===== src/hw/rtl/sle_pkg.sv =====
// shared types and constants of the sequential list engine
package sle_pkg;

  localparam int CAPACITY_DEF   = 64;
  localparam int DATA_WIDTH_DEF = 32;

  localparam int POS_W   = 7;
  localparam int VALUE_W = 32;
  localparam int FOUND_W = 6;
  localparam int COUNT_W = 7;

  localparam int IN_TDATA_W  = 40;
  localparam int OUT_TDATA_W = 48;

  typedef enum logic [1:0] {
    OP_INSERT = 2'd0,
    OP_GET    = 2'd1,
    OP_FIND   = 2'd2,
    OP_CLEAR  = 2'd3
  } op_t;

  typedef enum logic [1:0] {
    ST_OK        = 2'd0,
    ST_BAD_POS   = 2'd1,
    ST_FULL      = 2'd2,
    ST_NOT_FOUND = 2'd3
  } status_t;

endpackage


===== src/hw/rtl/sequential_list_engine.sv =====
// top level of the sequential list engine: array list held in one ram
//
//  channel | dir | handshake            | contents
//  in_     | in  | in_tvalid/in_tready  | tuser opcode, tdata position and value
//  out_    | out | out_tvalid/out_tready| tuser status, tdata value, position, count, empty
//
// insert moves each entry above the position up by one and find compares the entries
// from index 0 upward; both walk through the single ram read port, one entry per cycle
// reset clears the count and the control state only; entries above the count are
// never read before they are written, so the ram needs no clearing pass
// one result word is held in the output register; a stalled output makes the
// engine wait before it takes the next word
module sequential_list_engine
  import sle_pkg::*;
#(
  parameter int CAPACITY   = CAPACITY_DEF,
  parameter int DATA_WIDTH = DATA_WIDTH_DEF
) (
  input  logic                   clk,
  input  logic                   rst_n,
  input  logic                   in_tvalid,
  output logic                   in_tready,
  input  logic [IN_TDATA_W-1:0]  in_tdata,   // position[6:0], item_value[38:7], zero[39]
  input  logic [1:0]             in_tuser,   // opcode[1:0]
  output logic                   out_tvalid,
  input  logic                   out_tready,
  // read_value[31:0], found_position[37:32], entry_count[44:38], is_empty[45], zero[47:46]
  output logic [OUT_TDATA_W-1:0] out_tdata,
  output logic [1:0]             out_tuser   // status[1:0]
);

  localparam int ADDR_W = $clog2(CAPACITY);
  localparam int CNT_W  = $clog2(CAPACITY + 1);
  localparam int CMP_W  = (CNT_W > POS_W) ? CNT_W : POS_W;
  localparam int EXT_W  = (DATA_WIDTH > VALUE_W) ? DATA_WIDTH : VALUE_W;

  typedef enum logic [2:0] {
    S_IDLE,
    S_SHIFT,
    S_FIND,
    S_GET_WAIT,
    S_RESP
  } state_t;

  state_t                  state_r, state_nxt;
  logic [CNT_W-1:0]        count_r, count_nxt;
  logic [CNT_W-1:0]        scan_r, scan_nxt;
  logic [CNT_W-1:0]        pos_r, pos_nxt;
  logic [CNT_W-1:0]        wr_addr_r, wr_addr_nxt;
  logic                    wr_pend_r, wr_pend_nxt;
  logic [CNT_W-1:0]        cmp_idx_r, cmp_idx_nxt;
  logic                    cmp_vld_r, cmp_vld_nxt;
  logic [DATA_WIDTH-1:0]   key_r, key_nxt;
  status_t                 res_status_r, res_status_nxt;
  logic [VALUE_W-1:0]      res_read_r, res_read_nxt;
  logic [FOUND_W-1:0]      res_found_r, res_found_nxt;
  logic                    out_valid_r, out_valid_nxt;
  logic [OUT_TDATA_W-1:0]  out_tdata_r, out_tdata_nxt;
  logic [1:0]              out_tuser_r, out_tuser_nxt;

  logic                    ram_wr_en;
  logic [ADDR_W-1:0]       ram_wr_addr;
  logic [DATA_WIDTH-1:0]   ram_wr_data;
  logic                    ram_rd_en;
  logic [ADDR_W-1:0]       ram_rd_addr;
  logic [DATA_WIDTH-1:0]   ram_rd_data;

  logic [POS_W-1:0]        in_pos;
  logic signed [VALUE_W-1:0] in_value;
  logic signed [EXT_W-1:0] value_ext;
  logic [DATA_WIDTH-1:0]   key_in;
  logic [CMP_W-1:0]        pos_c;
  logic [CMP_W-1:0]        cnt_c;
  logic [EXT_W-1:0]        rd_ext;
  logic [CMP_W-1:0]        cnt_out;
  logic [CMP_W-1:0]        idx_out;
  op_t                     in_op;

  sle_ram #(
    .WIDTH (DATA_WIDTH),
    .DEPTH (CAPACITY)
  ) u_entries (
    .clk     (clk),
    .wr_en   (ram_wr_en),
    .wr_addr (ram_wr_addr),
    .wr_data (ram_wr_data),
    .rd_en   (ram_rd_en),
    .rd_addr (ram_rd_addr),
    .rd_data (ram_rd_data)
  );

  assign in_pos    = in_tdata[POS_W-1:0];
  assign in_value  = in_tdata[POS_W+VALUE_W-1:POS_W];
  assign in_op     = op_t'(in_tuser);
  // sign-extend the value, then keep the stored width
  assign value_ext = EXT_W'(in_value);
  assign key_in    = value_ext[DATA_WIDTH-1:0];
  assign pos_c     = CMP_W'(in_pos);
  assign cnt_c     = CMP_W'(count_r);
  assign rd_ext    = EXT_W'(ram_rd_data);
  assign cnt_out   = CMP_W'(count_r);
  assign idx_out   = CMP_W'(cmp_idx_r);

  assign in_tready  = (state_r == S_IDLE);
  assign out_tvalid = out_valid_r;
  assign out_tdata  = out_tdata_r;
  assign out_tuser  = out_tuser_r;

  always_comb begin
    state_nxt      = state_r;
    count_nxt      = count_r;
    scan_nxt       = scan_r;
    pos_nxt        = pos_r;
    wr_addr_nxt    = wr_addr_r;
    wr_pend_nxt    = wr_pend_r;
    cmp_idx_nxt    = cmp_idx_r;
    cmp_vld_nxt    = cmp_vld_r;
    key_nxt        = key_r;
    res_status_nxt = res_status_r;
    res_read_nxt   = res_read_r;
    res_found_nxt  = res_found_r;
    out_valid_nxt  = out_valid_r && !out_tready;
    out_tdata_nxt  = out_tdata_r;
    out_tuser_nxt  = out_tuser_r;
    ram_wr_en      = 1'b0;
    ram_wr_addr    = '0;
    ram_wr_data    = '0;
    ram_rd_en      = 1'b0;
    ram_rd_addr    = '0;

    unique case (state_r)
      S_IDLE: begin
        if (in_tvalid) begin
          res_status_nxt = ST_OK;
          res_read_nxt   = '0;
          res_found_nxt  = '0;
          key_nxt        = key_in;
          unique case (in_op)
            OP_INSERT: begin
              if (pos_c > cnt_c) begin
                res_status_nxt = ST_BAD_POS;
                state_nxt      = S_RESP;
              end else if (count_r == CNT_W'(CAPACITY)) begin
                res_status_nxt = ST_FULL;
                state_nxt      = S_RESP;
              end else begin
                scan_nxt    = count_r;
                pos_nxt     = pos_c[CNT_W-1:0];
                wr_pend_nxt = 1'b0;
                state_nxt   = S_SHIFT;
              end
            end
            OP_GET: begin
              if (pos_c >= cnt_c) begin
                res_status_nxt = ST_BAD_POS;
                state_nxt      = S_RESP;
              end else begin
                ram_rd_en   = 1'b1;
                ram_rd_addr = pos_c[ADDR_W-1:0];
                state_nxt   = S_GET_WAIT;
              end
            end
            OP_FIND: begin
              scan_nxt    = '0;
              cmp_vld_nxt = 1'b0;
              state_nxt   = S_FIND;
            end
            OP_CLEAR: begin
              count_nxt = '0;
              state_nxt = S_RESP;
            end
            default: begin
              state_nxt = S_RESP;
            end
          endcase
        end
      end

      S_SHIFT: begin
        // the read of entry i-1 lands in the following cycle as the write of entry i
        if (wr_pend_r) begin
          ram_wr_en   = 1'b1;
          ram_wr_addr = wr_addr_r[ADDR_W-1:0];
          ram_wr_data = ram_rd_data;
        end
        if (scan_r > pos_r) begin
          ram_rd_en   = 1'b1;
          ram_rd_addr = ADDR_W'(scan_r - CNT_W'(1));
          wr_addr_nxt = scan_r;
          wr_pend_nxt = 1'b1;
          scan_nxt    = CNT_W'(scan_r - CNT_W'(1));
        end else begin
          wr_pend_nxt = 1'b0;
          if (!wr_pend_r) begin
            ram_wr_en   = 1'b1;
            ram_wr_addr = pos_r[ADDR_W-1:0];
            ram_wr_data = key_r;
            count_nxt   = CNT_W'(count_r + CNT_W'(1));
            state_nxt   = S_RESP;
          end
        end
      end

      S_FIND: begin
        if (cmp_vld_r && (ram_rd_data == key_r)) begin
          res_status_nxt = ST_OK;
          res_found_nxt  = idx_out[FOUND_W-1:0];
          cmp_vld_nxt    = 1'b0;
          state_nxt      = S_RESP;
        end else if (scan_r < count_r) begin
          ram_rd_en   = 1'b1;
          ram_rd_addr = scan_r[ADDR_W-1:0];
          cmp_idx_nxt = scan_r;
          cmp_vld_nxt = 1'b1;
          scan_nxt    = CNT_W'(scan_r + CNT_W'(1));
        end else begin
          cmp_vld_nxt = 1'b0;
          if (!cmp_vld_r) begin
            res_status_nxt = ST_NOT_FOUND;
            state_nxt      = S_RESP;
          end
        end
      end

      S_GET_WAIT: begin
        res_read_nxt = rd_ext[VALUE_W-1:0];
        state_nxt    = S_RESP;
      end

      S_RESP: begin
        if (!out_valid_r || out_tready) begin
          out_valid_nxt = 1'b1;
          out_tuser_nxt = res_status_r;
          out_tdata_nxt = {2'b00, (count_r == '0), cnt_out[COUNT_W-1:0],
                           res_found_r, res_read_r};
          state_nxt     = S_IDLE;
        end
      end

      default: begin
        state_nxt = S_IDLE;
      end
    endcase
  end

  always_ff @(posedge clk) begin
    if (!rst_n) begin
      state_r     <= S_IDLE;
      count_r     <= '0;
      wr_pend_r   <= 1'b0;
      cmp_vld_r   <= 1'b0;
      out_valid_r <= 1'b0;
    end else begin
      state_r     <= state_nxt;
      count_r     <= count_nxt;
      wr_pend_r   <= wr_pend_nxt;
      cmp_vld_r   <= cmp_vld_nxt;
      out_valid_r <= out_valid_nxt;
    end
    scan_r       <= scan_nxt;
    pos_r        <= pos_nxt;
    wr_addr_r    <= wr_addr_nxt;
    cmp_idx_r    <= cmp_idx_nxt;
    key_r        <= key_nxt;
    res_status_r <= res_status_nxt;
    res_read_r   <= res_read_nxt;
    res_found_r  <= res_found_nxt;
    out_tdata_r  <= out_tdata_nxt;
    out_tuser_r  <= out_tuser_nxt;
  end

endmodule


===== src/hw/rtl/sle_ram.sv =====
// generic simple dual-port ram with registered read
module sle_ram #(
  parameter int WIDTH = 32,
  parameter int DEPTH = 64,
  localparam int ADDR_W = $clog2(DEPTH)
) (
  input  logic              clk,
  input  logic              wr_en,
  input  logic [ADDR_W-1:0] wr_addr,
  input  logic [WIDTH-1:0]  wr_data,
  input  logic              rd_en,
  input  logic [ADDR_W-1:0] rd_addr,
  output logic [WIDTH-1:0]  rd_data
);

  logic [WIDTH-1:0] mem [DEPTH];

  always_ff @(posedge clk) begin
    if (wr_en) begin
      mem[wr_addr] <= wr_data;
    end
    if (rd_en) begin
      rd_data <= mem[rd_addr];
    end
  end

endmodule


===== config.mk =====
export PLATFORM = sky130hd
export DESIGN_NAME = sequential_list_engine
export DESIGN_NICKNAME = d
export VERILOG_FILES = /design/src/hw/rtl/sle_pkg.sv /design/src/hw/rtl/sequential_list_engine.sv /design/src/hw/rtl/sle_ram.sv
export SDC_FILE = /design/constraint.sdc
export NUM_CORES = 2
export LEC_CHECK = 0
export ABC_AREA = 1
export ABC_CLOCK_PERIOD_IN_PS = 8500
export BUFFER_PORTS_ARGS = -buffer_cell sky130_fd_sc_hd__buf_2
export CAP_MARGIN = 5
export CORE_MARGIN = 5
export CORE_UTILIZATION = 45
export DETAILED_ROUTE_END_ITERATION = 7
export PLACE_DENSITY = 0.6
export SLEW_MARGIN = 20
export SYNTH_ARGS = -nofsm -noshare
export SYNTH_HDL_FRONTEND = slang
export SYNTH_SLANG_ARGS = --single-unit

===== constraint.sdc =====
create_clock -name clk -period 8.5 [get_ports clk]
set_input_delay 0.85 -clock clk [delete_from_list [all_inputs] [get_ports clk]]
set_output_delay 0.85 -clock clk [all_outputs]
set_load 0.01 [all_outputs]

# Word-level counts from Yosys, hierarchy flattened
# Memories as Yosys holds them, arrays and structs flattened. A register that Yosys moved wholly into a read port is not among the register bits.
# Cells that the tools add are included.
# classes
n_mux	77
n_bitwise	3
n_lt_le_gt_ge	4
add_sub_neg	3
n_eq_ne	27
reduce_logical	25
# ops
op	n
2-to-1 mux 32 bit	5
2-to-1 mux 6 bit	12
2-to-1 mux 7 bit	10
case mux 32 bit (2 select lines)	1
equality test 32 bit	1
2-to-1 mux 3 bit	10
case mux 7 bit (2 select lines)	2
2-to-1 mux 1 bit	21
case mux 7 bit (3 select lines)	1
inequality test 2 bit, second input constant	10
case mux 6 bit (3 select lines)	1
case mux 3 bit (5 select lines)	1
AND reduction 5 bit	3
adder 7 x 1 -> 7 bit, second input constant	2
greater-than comparator 7 bit	2
2-to-1 mux 2 bit	6
inequality test 3 bit, second input constant	4
case mux 3 bit (4 select lines)	1
case mux 6 bit (2 select lines)	1
AND reduction 3 bit	3
case mux 2 bit (2 select lines)	2
AND reduction 2 bit	4
AND reduction 8 bit	1
equality test 7 bit, second input constant	1
23 further kinds	34
# totals
n_memories	1
in_bits	46
ram_bits	2048
register_bits	159
# mem_list
name	words	width	rd	rd_clocked_by_memory_dff	wr	line_no	text
u_entries.mem	64	32	1	1	1	sle_ram.sv:16	logic [WIDTH-1:0] mem [DEPTH];

# Longest topological paths before layout
# logic_depth
word_depth	6
depth_mapped	22
depth_no_buf	20

# Hierarchy
# Synthesis repeated with hierarchy kept, for this count alone.
# hier_totals
cells_unflattened	7480
area_unflattened_um2	90544.3
# by_module_without_submodules
mod	instances	cells_per_inst	area_per_inst_um2	seq_area_each_um2
sle_ram	1	6785	83106.0	62459.9
sequential_list_engine	1	695	7438.4	4644.5

# Worst setup path before layout
# Ideal clock, no wire load.
# synth_timing
path_kind	register -> register
startpoint	register scan_r[4]
endpoint	memory u_entries.mem[0][12] (data pin)
stages_incl_launch_ff	11
setup_slack_ns	3.090
arrival_ns	4.680
t_required_ns	7.770
setup_time_ns	0.730
cell_sequence	edfxtp_1 ha_1 nand2_1 nor2_1 nand4_1 a21boi_2 nor2_1 clkbuf_1 inv_1 clkbuf_1 o32ai_1
# synth_via
elab_chain_len	3
# synth_rtl
item	line_no	text
start: declaration	sequential_list_engine.sv:47	logic [CNT_W-1:0] scan_r, scan_nxt;
start signal: assignment	sequential_list_engine.sv:260	scan_r <= scan_nxt;
greater-than comparator 7 bit	sequential_list_engine.sv:186	if (scan_r > pos_r) begin
2-to-1 mux 32 bit	sequential_list_engine.sv:186	
2-to-1 mux 32 bit	sequential_list_engine.sv:131	unique case (state_r)
via ram_wr_data[12]	sequential_list_engine.sv:63	logic [DATA_WIDTH-1:0] ram_wr_data;
end: declaration	sle_ram.sv:16	
# The timed path passes the listed nets, and every way through them passes these cells.

# Worst setup path in the final report
# layout_timing
startpoint	register scan_r[2]
endpoint	register u_entries.rd_data[14] (read register of u_entries.mem) (data pin)
# layout_via
elab_chain_len	4
# layout_rtl
item	line_no	text
< comparator 7 bit	sequential_list_engine.sv:210	end else if (scan_r < count_r) begin
2-to-1 mux 6 bit or 2-to-1 mux 1 bit (tied branches)	sequential_list_engine.sv:210	
2-to-1 mux 6 bit or 2-to-1 mux 1 bit (tied branches)	sequential_list_engine.sv:205	if (cmp_vld_r && (ram_rd_data == key_r)) begin
case mux 6 bit (3 select lines) or case mux 1 bit (3 select lines) (tied branches)	sequential_list_engine.sv:131	
end: declaration	sle_ram.sv:13	output logic [WIDTH-1:0] rd_data
# Several ways; a longest one is shown, not always the timed one.
# A chain may end at the register's enable or synchronous reset.

==> impl_metrics.tcl <==
set metrics [dict create \
    critical_path.reg2reg.startpoint "scan_r[2]" \
    cts_root_buffer "clkbuf_16" \
    drc 0 \
    end_kind "flip-flop" \
    nets 7551 \
    cellPowerDensity_nw_per_um2 256.4 \
    slew_viol_final 0 \
    r2r-end "u_entries.rd_data[14]" \
    cts_tree "built" \
    final_common_cell "nand3_1" \
    placed_area_um2 95730 \
    min_path_cells 1 \
    syn_to_final_growth_pct 11.19 \
    relSlewSlack_pct 22.57 \
    cts_hold_buf 0 \
    fmax_mhz 184.6 \
    hold_start "in_tdata[25]" \
    io_pins 98 \
    stdcell_area_um2 102800 \
    yosys_most_used_dff "edfxtp_1" \
    synthesis.area_um2 92450 \
    yosysWarnings 0 \
    ys_seq_area_share_pct 72.59 \
    drtIter0Drc 8317 \
    first_pass_iters 7 \
    holdPathEnd "key_r[18]" \
    drive_gt1_share_pct 9.374 \
    worstMarginPinSlew_ns 1.157 \
    rr_worst_depth 18 \
    syn_inst 7563 \
    tns_ns 0 \
    fin_crit_sh_pct 63.73 \
    cts_sinks 2239 \
    grt_max_degree 191 \
    h-tree-depth 4 \
    setup_violations 0 \
    grt_first_pass_wirelength_um 389000 \
    fp.dieArea_um2 214600 \
    post-cts-setup-buffers 0 \
    synth.distinct_cells 45 \
    hold_class "in -> reg" \
    die_h_um 463.3 \
    crit_required_ns 9.05 \
    initial_core_util_pct 45.19 \
    wl_per_cell_um 25.60 \
    layout_common_cells "nand3_1 (2953), edfxtp_1 (2226), nand2_1 (1348), clkbuf_16 (223), buf_4 (155)" \
    clk_path_buf_depth 3 \
    ir_drop_uv 246.0 \
    drtAntennaViolNets 0 \
    finalHoldViolations 0 \
    vias 61671 \
    postSynthAreaPerCell_um2 12.22 \
    routabilityCongestion 0.8485 \
    leakage_nw 33.86 \
    startpoint_type "flip-flop" \
    finClkSkew_ns 0.02923 \
    antenna_found_initial 10 \
    fillers 17348 \
    die_w_um 463.3 \
    track_usage_pct 24.02 \
    rsz0062_at_grt "no" \
    ys_async_sr_fraction_pct 0 \
    avgViaCountPerCell 5.952 \
    coreArea_um2 204600 \
    synth_seq_cells 2239 \
    cts_buffers 219 \
    max-cap-violations 0 \
    dp_hpwl_um 133400 \
    synth_edf_count 2226 \
    r2r_setup_slack_ns 3.08 \
    grt_remaining_overflow 0 \
    clk-insertion-delay-late_ns 0.86 \
    ctsResizeCount 0 \
    cp.arrival_ns 5.97 \
    fin_crit_ns 5.417 \
    grt_pass1_vias 57971 \
    crit_type "reg -> reg" \
    drt_wl_total_um 265200 \
    path_clk_slew_ns 0.06 \
    cp_max_fo 59 \
    outcome "finished clean" \
    io_buffer_count 94 \
    row_count 166 \
]
how the worst max path moves through the flow:
stage / start / end / slack (ns) / depth (start not counted)
2_1_floorplan: scan_r[4] / u_entries.mem[0][12] / 3.09 / 10
4_1_cts: cnt_c[5] / u_entries.rd_data[19] / 3.18 / 20
3_3_place_gp: in_tdata[4] / u_entries.rd_data[14] / 2.82 / 20
6_report: scan_r[2] / u_entries.rd_data[14] / 3.08 / 18
3_5_place_dp: in_tdata[4] / u_entries.rd_data[14] / 2.83 / 20
5_1_grt: cnt_c[4] / u_entries.rd_data[1] / 2.77 / 20
layer usage:
layer,part of all wire (%),GRT usage [%]
met4,3.2,7.881
met3,10,4.412
met5,0.0083,0
met1,41,35.02
met2,45,36.65
final cells by class:
class                           count  area (um^2)  area share (%)
Sequential cell                  2239        67100           65.28
Multi-Input combinational cell   4633        22800           22.18
Clock buffer                      263         5741           5.584
Tap cell                         2688         3363           3.272
Timing Repair Buffer              267         1986           1.932
Clock inverter                    147         1304           1.268
Inverter                          121        493.0          0.4796
Antenna cell                        4        10.01        0.009737
Yosys cell counts (3+ instances only):
library cell	count	area (um^2)
nand3_1	2955	14790
buf_6	8	90.09
o32ai_1	11	96.34
nand4_1	9	56.30
buf_4	90	675.7
nor3_1	3	15.01
clkbuf_1	29	108.9
edfxtp_1	2226	66840
ha_1	24	300.3
nor2_1	147	551.8
inv_2	21	78.83
a21oi_1	25	125.1
nand2_2	3	18.77
inv_1	98	367.9
o21ai_0	37	185.2
xnor2_1	22	192.7
nor3b_1	3	22.52
nand2_1	1348	5060
nor2_2	5	31.28
dfxtp_1	13	260.3
buf_1	13	48.80
nand3_2	3	30.03
buf_2	431	2157
o211ai_1	8	60.06
a32oi_1	5	43.79
state kept, by name (all words and copies together), names as in the netlist:
signal,cells
pos_r,7
res_read_r,32
res_found_r,6
u_entries.mem,2048
cmp_idx_r,6
out_tuser,2
wr_pend_r,1
out_tdata,46
key_r,32
cmp_vld_r,1
wr_addr_r,6
scan_r,7
state_r,3
cnt_c,7
res_status_r,2
u_entries.rd_data,32
out_tvalid,1
where the power goes:
part / switching (W) / internal (W)
clock network: 0.00413 / 0.00548
logic: 0.00303 / 0.00114
registers: 0.000158 / 0.0124
logic make-up after synthesis:
family / count (synthesis) / share of synthesized area (%)
other cells: 1 / 0.004056
xor+xnor: 22 / 0.2084
simple gates: 4487 / 22.40
compound gates: 98 / 0.6496
buf+inv: 692 / 3.829
fa+ha+maj: 24 / 0.3248
flops: 2239 / 72.59
critical path: stages, from the launching register on:
cell and delay [ns]:
edfxtp_1 0.61, ha_1 0.43, nand2_1 0.06, o21ai_1 0.11, nand2_1 0.09, a21boi_2 0.38, nand2_1 0.10, nand2_1 0.10
inv_2 0.06, nand2_8 0.32, buf_4 0.63, buf_4 0.77, nand3_1 0.14, nand3_1 0.11, nand3_1 0.18, nand3_1 0.31
nand2_1 0.22, nand2_1 0.16, nand2_1 0.16
through the flow:
stage | total power (W) | utilization [%] | hold slack [ns] | instances | setup WS (ns)
after floorplan | 0.01550 | - | 0.4003 | 7564 | 3.090
after global placement | 0.01687 | 46.79 | 0.4038 | 9948 | 2.817
after detailed placement | 0.01693 | 46.79 | 0.4045 | 9948 | 2.829
after CTS | 0.02644 | 50.24 | 0.1175 | 10358 | 3.182
after global routing | 0.02735 | 50.24 | 0.1378 | 10359 | 2.770
final | 0.02635 | 50.25 | 0.1766 | 10362 | 3.083
No activity file was read; power rests on OpenSTA's default activity.
